File: src/vfd_pkg.sv
package vfd_pkg;

   localparam int unsigned VARINT_MAX_BYTES = 5;
   localparam logic [31:0] COMPRESS_BITS = 32'h0000_0070;
   localparam logic [7:0] FILE_HEADER_BYTES_RESET = 8'd16;

   typedef enum logic [2:0] {
      PH_SKIP    = 3'd0,
      PH_CMD     = 3'd1,
      PH_TICK    = 3'd2,
      PH_SIZE    = 3'd3,
      PH_PAYLOAD = 3'd4,
      PH_HALTED  = 3'd5,
      PH_FAULT   = 3'd6
   } phase_type;

   typedef enum logic [2:0] {
      EV_SKIP      = 3'd0,
      EV_HDR_BYTE  = 3'd1,
      EV_HDR_DONE  = 3'd2,
      EV_PAYLOAD   = 3'd3,
      EV_IGNORED   = 3'd4,
      EV_TOO_LONG  = 3'd5,
      EV_TRUNCATED = 3'd6
   } event_kind_type;

   typedef struct packed {
      phase_type   phase;
      logic [7:0]  skip_cnt;
      logic [31:0] acc;
      logic [2:0]  idx;
      logic [31:0] cmd;
      logic [31:0] tick;
      logic [31:0] remaining;
      logic        compressed;
   } state_type;

   typedef struct packed {
      event_kind_type event_kind;
      logic [31:0]    frame_command;
      logic [31:0]    frame_tick;
      logic [31:0]    frame_size;
      logic           frame_compressed;
      logic [7:0]     payload_byte;
      logic           payload_last;
   } result_type;

   localparam state_type STATE_RESET = '{
      phase:      PH_SKIP,
      skip_cnt:   8'd0,
      acc:        32'd0,
      idx:        3'd0,
      cmd:        32'd0,
      tick:       32'd0,
      remaining:  32'd0,
      compressed: 1'b0
   };

endpackage

File: src/vfd_channels.sv
interface vfd_req_if;
   logic       valid;
   logic       ready;
   logic [7:0] stream_byte;
   logic       end_of_file;

   modport source (output valid, output stream_byte, output end_of_file, input ready);
   modport sink (input valid, input stream_byte, input end_of_file, output ready);
endinterface

interface vfd_rsp_if;
   logic        valid;
   logic        ready;
   logic [2:0]  event_kind;
   logic [31:0] frame_command;
   logic [31:0] frame_tick;
   logic [31:0] frame_size;
   logic        frame_compressed;
   logic [7:0]  payload_byte;
   logic        payload_last;

   modport source (output valid, output event_kind, output frame_command,
                   output frame_tick, output frame_size, output frame_compressed,
                   output payload_byte, output payload_last, input ready);
   modport sink (input valid, input event_kind, input frame_command,
                 input frame_tick, input frame_size, input frame_compressed,
                 input payload_byte, input payload_last, output ready);
endinterface

interface vfd_csr_if;
   logic       valid;
   logic       ready;
   logic [7:0] file_header_bytes;

   modport source (output valid, output file_header_bytes, input ready);
   modport sink (input valid, input file_header_bytes, output ready);
endinterface

File: src/vfd_step.sv
module vfd_step (
   input  vfd_pkg::state_type  cur,
   input  logic [7:0]          hdr_bytes,
   input  logic [7:0]          stream_byte,
   input  logic                end_of_file,
   output vfd_pkg::state_type  nxt,
   output vfd_pkg::result_type res
);
   import vfd_pkg::*;

   phase_type   ph;
   logic [31:0] part;
   logic [31:0] acc_new;
   logic [2:0]  idx_inc;
   logic        open_frame;

   always_comb begin
      case (cur.idx)
         3'd0:    part = {25'd0, stream_byte[6:0]};
         3'd1:    part = {18'd0, stream_byte[6:0], 7'd0};
         3'd2:    part = {11'd0, stream_byte[6:0], 14'd0};
         3'd3:    part = {4'd0, stream_byte[6:0], 21'd0};
         3'd4:    part = {stream_byte[3:0], 28'd0};
         default: part = 32'd0;
      endcase
   end

   assign acc_new = cur.acc | part;
   assign idx_inc = cur.idx + 3'd1;

   always_comb begin
      nxt = cur;
      res = '0;
      res.event_kind = EV_SKIP;
      open_frame = 1'b0;

      ph = cur.phase;
      if (ph == PH_SKIP && cur.skip_cnt >= hdr_bytes) begin
         ph = PH_CMD;
      end
      nxt.phase = ph;

      unique case (ph) inside
         PH_SKIP: begin
            nxt.skip_cnt = cur.skip_cnt + 8'd1;
            res.event_kind = EV_SKIP;
         end
         PH_CMD, PH_TICK, PH_SIZE: begin
            nxt.acc = acc_new;
            if (stream_byte[7]) begin
               if (idx_inc >= 3'(VARINT_MAX_BYTES)) begin
                  nxt.phase = PH_FAULT;
                  res.event_kind = EV_TOO_LONG;
               end else begin
                  nxt.idx = idx_inc;
                  res.event_kind = EV_HDR_BYTE;
               end
            end else begin
               nxt.acc = '0;
               nxt.idx = '0;
               if (ph == PH_CMD) begin
                  nxt.cmd = acc_new & ~COMPRESS_BITS;
                  nxt.compressed = |(acc_new & COMPRESS_BITS);
                  nxt.phase = PH_TICK;
                  res.event_kind = EV_HDR_BYTE;
               end else if (ph == PH_TICK) begin
                  nxt.tick = acc_new;
                  nxt.phase = PH_SIZE;
                  res.event_kind = EV_HDR_BYTE;
               end else begin
                  res.event_kind = EV_HDR_DONE;
                  res.frame_command = cur.cmd;
                  res.frame_tick = cur.tick;
                  res.frame_size = acc_new;
                  res.frame_compressed = cur.compressed;
                  if (cur.cmd == 32'd0) begin
                     nxt.phase = PH_HALTED;
                  end else if (acc_new == 32'd0) begin
                     nxt.phase = PH_CMD;
                  end else begin
                     nxt.remaining = acc_new;
                     nxt.phase = PH_PAYLOAD;
                  end
               end
            end
         end
         PH_PAYLOAD: begin
            res.event_kind = EV_PAYLOAD;
            res.payload_byte = stream_byte;
            res.payload_last = (cur.remaining == 32'd1);
            nxt.remaining = cur.remaining - 32'd1;
            if (cur.remaining == 32'd1) begin
               nxt.phase = PH_CMD;
            end
         end
         default: begin
            res.event_kind = EV_IGNORED;
         end
      endcase

      if (end_of_file) begin
         open_frame = nxt.phase == PH_TICK || nxt.phase == PH_SIZE ||
                      nxt.phase == PH_PAYLOAD ||
                      (nxt.phase == PH_CMD && nxt.idx != 3'd0);
         if (open_frame && res.event_kind != EV_TOO_LONG) begin
            res = '0;
            res.event_kind = EV_TRUNCATED;
         end
         nxt = STATE_RESET;
      end
   end

endmodule

File: src/varint_frame_header_deframer.sv
// Deframer for a recording file: skips the file header, then splits the rest
// into frames of three varints (command, tick, size) followed by the payload.
// req_ch takes one file byte per request, with end_of_file on the last byte
// of a file. rsp_ch gives exactly one result per request: a skip, header byte,
// header done, payload, ignored, varint too long or truncated event.
// csr_ch writes file_header_bytes; csr_ch.ready is always high. The user must
// make writes only while no request is in flight; the block does not enforce it.
// A request accepted at one edge has its result registered and shown on
// rsp_ch in the next cycle. Throughput is one request per cycle while the
// receiver keeps up, set by the single parse step before the result register.
// When the receiver stalls, the result register holds its value and
// req_ch.ready stays high only in the cycle the held result is taken.
// Reset (synchronous, active high) returns the parser to the header skip,
// sets file_header_bytes to 16 and empties the result register; the block
// takes requests in the first cycle after reset. After the last byte of a
// file the parser returns to the header skip on its own.
module varint_frame_header_deframer (
   input logic       clock,
   input logic       reset,
   vfd_req_if.sink   req_ch,
   vfd_rsp_if.source rsp_ch,
   vfd_csr_if.sink   csr_ch
);
   import vfd_pkg::*;

   state_type  state_ff;
   state_type  state_in;
   result_type rsp_ff;
   result_type rsp_in;
   logic       rsp_valid_ff;
   logic       rsp_valid_in;
   logic [7:0] hdr_bytes_ff;
   logic [7:0] hdr_bytes_in;
   logic       req_take;

   assign req_ch.ready = !rsp_valid_ff || rsp_ch.ready;
   assign req_take = req_ch.valid && req_ch.ready;
   assign csr_ch.ready = 1'b1;

   vfd_step u_step (
      .cur         (state_ff),
      .hdr_bytes   (hdr_bytes_ff),
      .stream_byte (req_ch.stream_byte),
      .end_of_file (req_ch.end_of_file),
      .nxt         (state_in),
      .res         (rsp_in)
   );

   always_comb begin
      rsp_valid_in = rsp_valid_ff;
      if (req_take) begin
         rsp_valid_in = 1'b1;
      end else if (rsp_ch.ready) begin
         rsp_valid_in = 1'b0;
      end
      hdr_bytes_in = hdr_bytes_ff;
      if (csr_ch.valid) begin
         hdr_bytes_in = csr_ch.file_header_bytes;
      end
   end

   always_ff @(posedge clock) begin
      if (reset) begin
         state_ff <= STATE_RESET;
         rsp_valid_ff <= 1'b0;
         hdr_bytes_ff <= FILE_HEADER_BYTES_RESET;
      end else begin
         if (req_take) begin
            state_ff <= state_in;
         end
         rsp_valid_ff <= rsp_valid_in;
         hdr_bytes_ff <= hdr_bytes_in;
      end
   end

   // result payload, no reset needed
   always_ff @(posedge clock) begin
      if (req_take) begin
         rsp_ff <= rsp_in;
      end
   end

   assign rsp_ch.valid = rsp_valid_ff;
   assign rsp_ch.event_kind = rsp_ff.event_kind;
   assign rsp_ch.frame_command = rsp_ff.frame_command;
   assign rsp_ch.frame_tick = rsp_ff.frame_tick;
   assign rsp_ch.frame_size = rsp_ff.frame_size;
   assign rsp_ch.frame_compressed = rsp_ff.frame_compressed;
   assign rsp_ch.payload_byte = rsp_ff.payload_byte;
   assign rsp_ch.payload_last = rsp_ff.payload_last;

endmodule

File: src/flat_wrapper.sv
// flat-port wrapper written by rule: the top's interface ports become plain ports
module varint_frame_header_deframer_flat import vfd_pkg::*;
  (clock, reset, req_ch_valid, req_ch_stream_byte, req_ch_end_of_file, req_ch_ready, rsp_ch_valid, rsp_ch_event_kind, rsp_ch_frame_command, rsp_ch_frame_tick, rsp_ch_frame_size, rsp_ch_frame_compressed, rsp_ch_payload_byte, rsp_ch_payload_last, rsp_ch_ready, csr_ch_valid, csr_ch_file_header_bytes, csr_ch_ready);
  vfd_req_if req_ch_i ();
  vfd_rsp_if rsp_ch_i ();
  vfd_csr_if csr_ch_i ();
  input logic clock;
  input logic reset;
  input wire logic [$bits(req_ch_i.valid)-1:0] req_ch_valid;
  input wire logic [$bits(req_ch_i.stream_byte)-1:0] req_ch_stream_byte;
  input wire logic [$bits(req_ch_i.end_of_file)-1:0] req_ch_end_of_file;
  output wire logic [$bits(req_ch_i.ready)-1:0] req_ch_ready;
  output wire logic [$bits(rsp_ch_i.valid)-1:0] rsp_ch_valid;
  output wire logic [$bits(rsp_ch_i.event_kind)-1:0] rsp_ch_event_kind;
  output wire logic [$bits(rsp_ch_i.frame_command)-1:0] rsp_ch_frame_command;
  output wire logic [$bits(rsp_ch_i.frame_tick)-1:0] rsp_ch_frame_tick;
  output wire logic [$bits(rsp_ch_i.frame_size)-1:0] rsp_ch_frame_size;
  output wire logic [$bits(rsp_ch_i.frame_compressed)-1:0] rsp_ch_frame_compressed;
  output wire logic [$bits(rsp_ch_i.payload_byte)-1:0] rsp_ch_payload_byte;
  output wire logic [$bits(rsp_ch_i.payload_last)-1:0] rsp_ch_payload_last;
  input wire logic [$bits(rsp_ch_i.ready)-1:0] rsp_ch_ready;
  input wire logic [$bits(csr_ch_i.valid)-1:0] csr_ch_valid;
  input wire logic [$bits(csr_ch_i.file_header_bytes)-1:0] csr_ch_file_header_bytes;
  output wire logic [$bits(csr_ch_i.ready)-1:0] csr_ch_ready;
  assign req_ch_i.valid = req_ch_valid;
  assign req_ch_i.stream_byte = req_ch_stream_byte;
  assign req_ch_i.end_of_file = req_ch_end_of_file;
  assign req_ch_ready = req_ch_i.ready;
  assign rsp_ch_valid = rsp_ch_i.valid;
  assign rsp_ch_event_kind = rsp_ch_i.event_kind;
  assign rsp_ch_frame_command = rsp_ch_i.frame_command;
  assign rsp_ch_frame_tick = rsp_ch_i.frame_tick;
  assign rsp_ch_frame_size = rsp_ch_i.frame_size;
  assign rsp_ch_frame_compressed = rsp_ch_i.frame_compressed;
  assign rsp_ch_payload_byte = rsp_ch_i.payload_byte;
  assign rsp_ch_payload_last = rsp_ch_i.payload_last;
  assign rsp_ch_i.ready = rsp_ch_ready;
  assign csr_ch_i.valid = csr_ch_valid;
  assign csr_ch_i.file_header_bytes = csr_ch_file_header_bytes;
  assign csr_ch_ready = csr_ch_i.ready;
  varint_frame_header_deframer u_core (.clock(clock), .reset(reset), .req_ch(req_ch_i), .rsp_ch(rsp_ch_i), .csr_ch(csr_ch_i));
endmodule
File: config.mk
export PLATFORM = sky130hd
export DESIGN_NAME = varint_frame_header_deframer_flat
export DESIGN_NICKNAME = d
export VERILOG_FILES = /design/src/vfd_pkg.sv /design/src/vfd_channels.sv /design/src/vfd_step.sv /design/src/varint_frame_header_deframer.sv /design/src/flat_wrapper.sv
export SDC_FILE = /design/constraint.sdc
export NUM_CORES = 1
export LEC_CHECK = 0
export BUFFER_PORTS_ARGS = -buffer_cell sky130_fd_sc_hd__clkbuf_2
export CAP_MARGIN = 10
export CELL_PAD_IN_SITES_DETAIL_PLACEMENT = 1
export CELL_PAD_IN_SITES_GLOBAL_PLACEMENT = 1
export CORE_ASPECT_RATIO = 1.5
export CORE_MARGIN = 3
export CORE_UTILIZATION = 48
export DETAILED_ROUTE_END_ITERATION = 12
export GPL_TIMING_DRIVEN = 0
export PLACE_DENSITY_LB_ADDON = 0.25
export SLEW_MARGIN = 30
export SYNTH_ARGS = -nofsm -noshare
export SYNTH_HDL_FRONTEND = slang
export SYNTH_SLANG_ARGS = --single-unit
File: constraint.sdc
create_clock -name clock -period 7.43 [get_ports clock]
set_input_delay 0.3715 -clock clock [delete_from_list [all_inputs] [get_ports clock]]
set_output_delay 0.3715 -clock clock [all_outputs]
set_load 0.05 [all_outputs]
Word-level counts from Yosys, hierarchy flattened
Index checks and enable logic that the tools add are counted.

operators by class
  equal/unequal tests = 21
  bitwise gates (word level) = 1
  reductions and logical operators = 28
  multiplexer cells = 40
  order comparisons = 2
  $add $sub $neg = 3

operators with widths
  cell                   number
  $mux 97                5
  $mux 109               2
  $mux 32                6
  $pmux 32 s5            1
  $mux 143               1
  $mux 99                1
  $logic_not 32->1       2
  $mux 64                1
  $pmux 32 s2            1
  $mux 3                 13
  $eq 32x1->1 const B    1
  $or 32x32->32          1
  $sub 32x1->32 const B  1
  $eq 3x2->1 const B     6
  $ne 3x3->1 const B     6
  $reduce_bool 2->1      5
  $eq 3x1->1 const B     3
  $eq 3x3->1 const B     3
  $logic_not 3->1        3
  $mux 9                 1
  $pmux 3 s3             1
  $add 8x1->8 const B    1
  $ge 8x8->1             1
  $mux 8                 1
  16 further kinds       28

storage, ports and cells
  word-level logic and storage cells = 112
  input bits = 22
  output and inout bits = 112
  flip-flop bits (word level) = 261

Longest topological paths before layout
Gate-level depths: netlist of run 1.

  depth after elaboration = 17
  mapped depth = 14
  gate-level depth less buffers = 11

By module
From an unflattened synthesis of run 1, not the netlist that was laid out.

unflattened totals
  cells, all modules = 1587
  area, all modules = 14442.6 sq um

by module, submodules not included
  module                        cells each  seq. area each (sq um)  times used  area an instance (sq um)
  varint_frame_header_deframer  794         6316.1                  1           9913.3
  vfd_step                      793         0.0                     1           4529.3

Worst setup path before layout of run 1
Ideal clock, no wire load.

  path kind = register to register
  start point = register u_core.rsp_valid_ff (netlist: u_core.rsp_ch.valid)
  end point = register u_core.state_ff[101] in the netlist's numbering
  setup time = 0.068 ns
  required time = 7.362 ns
  stages on the path, launching flop included = 9
  path slack = 3.431 ns
  clock period less this slack = 3.999 ns
  data arrival time = 3.932 ns
  buffers on the path = 1
  cells stage by stage = dfxtp_1 -> nand2b_1 -> nand2_1 -> inv_2 -> o21ai_0 -> clkbuf_1 -> nor3_1 -> a22oi_1 -> nor2_1

on the way
  longest elaborated chain between the ends = 4

ends and longest elaborated chain
  item                               RTL line                            text
  start: declaration                 varint_frame_header_deframer.sv:30  logic rsp_valid_ff;
  start signal: assignment           varint_frame_header_deframer.sv:71  rsp_valid_ff <= rsp_valid_in;
  $logic_not 1->1                    varint_frame_header_deframer.sv:36  assign req_ch.ready = !rsp_valid_ff || rsp_ch.ready;
  $logic_or 1x1->1                   varint_frame_header_deframer.sv:36
  named net req_ch_ready             flat_wrapper.sv:12                  output wire logic [$bits(req_ch_i.ready)-1:0] req_ch_ready;
  $logic_and 1x1->1                  varint_frame_header_deframer.sv:37  assign req_take = req_ch.valid && req_ch.ready;
  named net u_core.req_take          varint_frame_header_deframer.sv:34  logic req_take;
  $reduce_and 2->1 (no source line)  n/a
  end signal: assignment             varint_frame_header_deframer.sv:69  state_ff <= state_in;
  end: declaration                   varint_frame_header_deframer.sv:26  state_type state_ff;

The timed path passes the listed nets, and every way through them passes these cells.
A chain may end at the register's enable or synchronous reset.

==> flow_summary_export.csv, run 1 <==
group,metric,value,unit
run_status,status,"complete, no violations",
routing,ant_nets,0,
power,switching_power,0.8414,mW
yosys,synth_seq_cells,256,
layout,syn_to_final_growth,16.84,%
layout,utilization,0.5736,
routing,firstDrtPassIters,5,
timing,max_freq,230.8,MHz
job,drv_cap,0,
place,dp_hpwl,28740,um
cts,cts_made_buffers,24,
cts,cts_resized,0,
cts,path_clk_slew,70,ps
yosys,ys_seq_area_frac,0.5454,
timing,rsz0062_at_grt,"no",
yosys,synth_edf_count,107,
routing,post-route-drc-count,0,
layout,nFillCells,2746,
power,seqPwrFrac,0.479,
die,start_util,0.4909,
timing,fin_crit_sh,0.5832,
cts,ctsHoldBuffers,0,
cts,cts_root_buf,"clkbuf_16",
layout,seq_area,6196,um2
timing,max_slew_margin,0.2544,
routing,wl_per_cell,23.19,um
die,core,23140,um2
cts,clock-sinks,256,
worst_setup_path,crit_start,"u_core.state_ff[97]$_SDFFE_PP0P_",
cts,cts_setup_buffers,0,
layout,drive_above_1_share,0.1497,
worst_setup_path,worstSetupPathType,"register to register",
grt,grt_max_degree,77,
yosys,syn_area,11360,um2
die,num_rows,68,
worst_setup_path,arrival,4680,ps
worst_setup_path,start_kind,"register",
timing,setup_violations,0,
routing,drt-initial-drc-count,743,
power,powerDensity,238.4,nW/um2
worst_setup_path,r2r_slack,3100,ps
place,place_area,12450,um2
yosys,yosysWarnings,0,
yosys,synthFlopType,"dfxtp_1",
die,pin_count,134,
grt,grt_pass1_wl,61340,um
worst_setup_path,required,7780,ps
min_path,hold_path.startpoint,"csr_ch_file_header_bytes[4]",
worst_setup_path,r2r-start,"u_core.state_ff[97]$_SDFFE_PP0P_",
place,finalWeightedCongestion,0.9531,
timing,period_minus_slack,4333,ps
yosys,syn_inst,1222,
power,peakVddDrop,191.7,uV
yosys,avgSynthCellArea,9.297,um2
routing,finalWirelength,39670,um
yosys,synthArstFlopShare,0,
cts,cts-htree-levels,1,
timing,slew_viol_final,0,
min_path,min_path_type,"primary input to register",
layout,multiInputGateArea,4667,um2
power,p_leak,5.249,nW
routing,vias,10480,
cts,cts_tree,"done",
cts,clkLatencyLatePin,530,ps
place,port_buffers,128,
power,internal_power,2.323,mW
layout,nNetsFinal,1416,
grt,grt_overflow,0,
timing,finalHoldViolations,0,
grt,grt_pass1_vias,10730,
timing,tightestPinTransition,1118,ps
power,clkPwrFrac,0.409,
yosys,syn-num-nets,1260,
layout,diodes,0,
cts,cts_buffer_depth,3,
yosys,yosys.cell_types.count,68,
timing,fin_setup_tns,0,ps
worst_setup_path,crit_fanout,10,
layout,design_area,13270,um2
grt,grtUsageTotal,0.3020,
routing,via_per_inst,6.124,
power,finalPower,3.164,mW
die,die_h,194.4,um
die,die_w,131.6,um
grt,antenna_found_initial,0,
timing,fin_skew,12.85,ps
power,share_comb_of_total_power,0.113,
die,dieArea,25590,um2
worst_setup_path,end_kind,"register",
power,switching_share,0.2659,
## cell usage after synthesis (all sizes together) (2+ instances only)
cell     instances  share of area
and2             4         0.0022
nor3b            4         0.0026
o21ai           51          0.022
and3            73          0.041
a32o             2         0.0018
nand4           13         0.0077
mux2             3         0.0030
a211oi           8         0.0057
a2111oi          8         0.0062
o31ai            4         0.0031
nor2b            6         0.0033
o211ai           3         0.0020
nor2           211          0.070
nor4            44          0.027
o21a             2         0.0013
or2              4         0.0022
and4             2         0.0015
mux2i            7         0.0062
nor3            83          0.037
a21o             5         0.0033
xor2             8         0.0062
o41ai            3         0.0023
inv             25         0.0083
buf             31          0.015
nand3           17         0.0075
o22ai            2         0.0011
conb             2        0.00066
nand2b          11         0.0061
a22oi           17          0.011
nand2           36          0.012
a211o            2         0.0015
a31oi           10         0.0061
edfxtp         107           0.28
ha              16          0.018
dfxtp          149           0.26
clkbuf          66          0.022
or3              4         0.0022
a21oi          161          0.071
## cell usage in the layout (no fill, tap or decap), types with 25 or more instances in the layout
master,synthesis,final
o21ai_0,49,49
clkbuf_2,0,128
clkbuf_16,0,25
clkbuf_1,66,71
nor4_1,41,41
nor3_1,83,82
a21oi_1,161,159
edfxtp_1,107,107
dfxtp_1,149,149
nand2_1,36,36
and3_1,72,72
nor2_1,211,210
## layout make-up
type                    instances  area share
clock buffers                  33     0.05165
multi-input cells             843      0.3516
plain buffers                  97     0.03177
well taps                     315     0.02969
repair buffers                130     0.05071
clock inverters                11     0.01009
flip-flops and latches        256      0.4668
inverters                      26    0.007729
## power by group through the flow
stage / clock network, mW / logic, mW / registers, mW
2_1_floorplan: 0 / 0.151 / 1.64
3_3_place_gp: 0 / 0.342 / 1.55
3_5_place_dp: 0 / 0.353 / 1.55
4_1_cts: 1.30 / 0.355 / 1.51
5_1_grt: 1.35 / 0.380 / 1.52
6_report: 1.29 / 0.356 / 1.51
## logic make-up after synthesis
kind of cell / Yosys count / share of synthesized area
buffers and inverters: 123 / 0.04570
and+or+nand+nor: 515 / 0.2230
adders and majority gates: 16 / 0.01762
other: 2 / 0.0006610
xor gates and xnor gates: 9 / 0.006939
DFF: 256 / 0.5454
muxes: 10 / 0.009141
AOI/OAI and AO/OA: 291 / 0.1515
## flip-flops by register name, summed over array words and instances (netlist names), 3 cells and up
signal                       flops
u_core.hdr_bytes_ff              8
u_core.state_ff                140
u_core.rsp_ch.frame_tick        32
u_core.rsp_ch.payload_byte       8
u_core.rsp_ch.event_kind         3
u_core.rsp_ch.frame_size        32
u_core.rsp_ch.frame_command     30
## path summary, 6_finish.rpt
| check | endpoint | cells after the start |
|---|---|---|
| worst min register to register | u_core.state_ff[20]$_SDFFE_PP0P_ | 2 |
| worst max register to register | u_core.rsp_ch.frame_size[29]$_DFFE_PP_ | 14 |
| worst max-delay path | u_core.rsp_ch.frame_size[29]$_DFFE_PP_ | 14 |
| worst min-delay path | u_core.hdr_bytes_ff[4]$_SDFFE_PP1P_ | 3 |
## layer usage
metal,part of all wire,global-route usage,up-vias
li1,-,-,4736
met1,0.35,0.3280,5140
met2,0.52,0.5556,427
met3,0.055,0.03418,176
met4,0.075,0.1896,0
met5,0,0,-
## stage by stage
| step | hold WS, ps | setup slack [ps] | std cells |
|---|---|---|---|
| after floorplan | 444.9 | 3431 | 1222 |
| after CTS | 59.61 | 3225 | 1711 |
| final | 61.67 | 3097 | 1711 |
| after global routing | 86.68 | 2927 | 1711 |
| after detailed placement | 470.0 | 3257 | 1667 |
| after global placement | 460.2 | 2696 | 1665 |
## worst max-delay path: stages (launching register included)
cell	delay, ps
dfxtp_1	440
inv_1	130
ha_1	210
buf_2	180
nor2b_1	150
buf_2	180
a21o_1	260
nor4b_1	870
and3_1	330
o2111ai_1	130
and3_4	260
nand4_2	320
nand2_1	220
buf_4	280
nor2_1	170
Note: power is estimated with default switching activity, not from simulation.
==> run 2, diff against run 1 <==
Settings changed: CORE_UTILIZATION 48 to 45.
Clock period 7.43 ns to 4.05 ns, I/O delays scaled along.
==> flow_summary_export.csv, run 2 (same netlist as run 1, synthesis figures left out) <==
group,metric,value,unit
cts,cts_setup_buffers,0,
worst_setup_path,r2r_slack,220,ps
routing,ant_nets,0,
worst_setup_path,path_cells,"inv_1, ha_1, nor2b_1, buf_2, a21oi_2, nand4_1, nor4_2, o2111ai_1, and3_4, nand4_4, clkbuf_1, and3_1",
cts,clock-sinks,256,
power,powerDensity,433.2,nW/um2
run_status,status,"complete, no violations",
timing,period_minus_slack,3830,ps
die,die_w,135.7,um
grt,grt_pass1_vias,10450,
worst_setup_path,start_kind,"register",
timing,max_slew_margin,0.2612,
worst_setup_path,cp_top_family,"simple AND/OR/NAND/NOR gates",
place,finalWeightedCongestion,0.9571,
grt,antenna_found_initial,1,
layout,nNetsFinal,1426,
routing,via_per_inst,5.917,
grt,grtUsageTotal,0.2783,
die,pin_count,134,
cts,cts_made_buffers,25,
layout,utilization,0.5457,
place,dp_cells,1675,
worst_setup_path,crit_start,"u_core.state_ff[97]$_SDFFE_PP0P_",
cts,cts_tree,"done",
cts,cts_root_buf,"clkbuf_16",
timing,fin_skew,14.13,ps
die,start_util,0.4616,
grt,grt_max_degree,77,
die,num_rows,70,
timing,max_freq,261.1,MHz
grt,use_met3,0.03134,
place,pre_cts_slack,-216.2,ps
grt,gr-usage-met1,0.3169,
layout,largest_reg_flops,140,
grt,grt.met2_usage,0.4927,
worst_setup_path,cpMaxStageDelayCell,"a21oi_2",
routing,vias,10240,
routing,wl_per_cell,22.08,um
worst_setup_path,path_buf_inv,3,
grt,grt_pass1_wl,59330,um
timing,fin_setup_tns,0,ps
worst_setup_path,r2r-start,"u_core.state_ff[97]$_SDFFE_PP0P_",
routing,finalWirelength,38210,um
routing,post-route-drc-count,0,
timing,setup_ws,219.5,ps
power,peakVddDrop,291.3,uV
timing,setup_violations,0,
routing,firstDrtPassIters,5,
place,place_area,12460,um2
die,dieArea,27230,um2
worst_setup_path,required,4430,ps
timing,slew_viol_final,0,
layout,design_area,13430,um2
layout,top_register,"u_core.state_ff",
die,die_h,200.6,um
cts,cts-htree-levels,1,
layout,final_common_cell,"nor2_1",
place,dp_hpwl,27840,um
layout,final_cell_mix,"210 x nor2_1, 157 x a21oi_1, 149 x dfxtp_1, 128 x clkbuf_2, 107 x edfxtp_1",
worst_setup_path,critical_path.max_stage_delay,630,ps
power,p_leak,5.304,nW
grt,top_usage_layer,"met2",
timing,fin_crit_sh,0.9458,
cts,cts_buffer_depth,3,
grt,grt_overflow,0,
place,port_buffers,128,
cts,clkLatencyLatePin,530,ps
timing,rsz0062_at_grt,"no",
die,core,24610,um2
routing,drt-initial-drc-count,663,
timing,finalHoldViolations,0,
layout,drive_above_1_share,0.1529,
timing,tightestPinTransition,1108,ps
worst_setup_path,worstSetupPathType,"register to register",
worst_setup_path,crit_fanout,10,
worst_setup_path,arrival,4210,ps
min_path,hold_path.startpoint,"req_ch_stream_byte[3]",
job,drv_cap,0,
layout,final_cells,1731,
min_path,min_path_type,"primary input to register",
layout,syn_to_final_growth,18.22,%
worst_setup_path,end_kind,"register",
cts,path_clk_slew,60,ps
## run 2: changes by cell type in the layout (fill, tap and decap cells not counted), sizes merged
cell         previous run  this run
buf                    33        32
bufinv                  3         4
clkinvlp                2         1
dlygate4sd3             0        10
diode                   0         1
clkinv                  7        11
clkbuf                227       224
## run 2: worst register-to-register path, cell delays in order (launching register included)
cell       delay (ps)
dfxtp_1           450
inv_1             130
ha_1              230
nor2b_1           130
buf_2             200
a21oi_2           630
nand4_1           190
nor4_2            410
o2111ai_1         180
and3_4            260
nand4_4           230
clkbuf_1          360
and3_1            280
## run 2: timing repair
| item | 4_1_cts | 5_1_grt |
|---|---|---|
| hold endpoints to repair | 9 | 0 |
| hold buffers | 10 | 0 |
| endpoints found under the setup margin | 92 | 48 |
| resized for setup | 3 | 5 |
## run 2: area by class of cell
class	instances	area, um2
Clock buffer	30	654.4
Sequential cell	256	6196
Tap cell	324	405.4
Clock inverter	15	172.7
Inverter	26	102.6
Antenna cell	1	2.502
Timing Repair Buffer	139	768.2
Buffer	97	421.7
Multi-Input combinational cell	843	4707
Fill cell	2884	11180
## run 2: metal layers
| metal | share of wire | wire [um] | vias to the layer above |
|---|---|---|---|
| met3 | 0.056 | 2147 | 136 |
| met4 | 0.068 | 2615 | 0 |
| met1 | 0.37 | 13980 | 4962 |
| met2 | 0.51 | 19470 | 380 |
| li1 | - | - | 4765 |
| met5 | 0 | 0 | - |
## run 2: path summary, 6_finish.rpt
kind	end	cells after the start
setup reg to reg	u_core.rsp_ch.frame_tick[6]$_DFFE_PP_	12
hold / removal	u_core.rsp_ch.payload_byte[3]$_DFFE_PP_	2
hold reg to reg	u_core.state_ff[54]$_SDFFE_PP0P_	2
setup / recovery	u_core.rsp_ch.frame_tick[6]$_DFFE_PP_	12
## run 2: metrics by stage
stage / total power [mW] / hold slack (ps)
after floorplan: 3.285 / 332.0
after global placement: 3.460 / 427.1
after detailed placement: 3.477 / 431.7
after CTS: 5.851 / 40.68
after global routing: 6.010 / 66.71
final: 5.819 / 65.16
## run 2: report_power, final
part	switching (mW)	internal, mW	leakage (nW)
clock network	0.979	1.40	0.406
registers	0.0285	2.75	2.29
logic	0.516	0.145	2.61
total	1.52	4.30	5.30
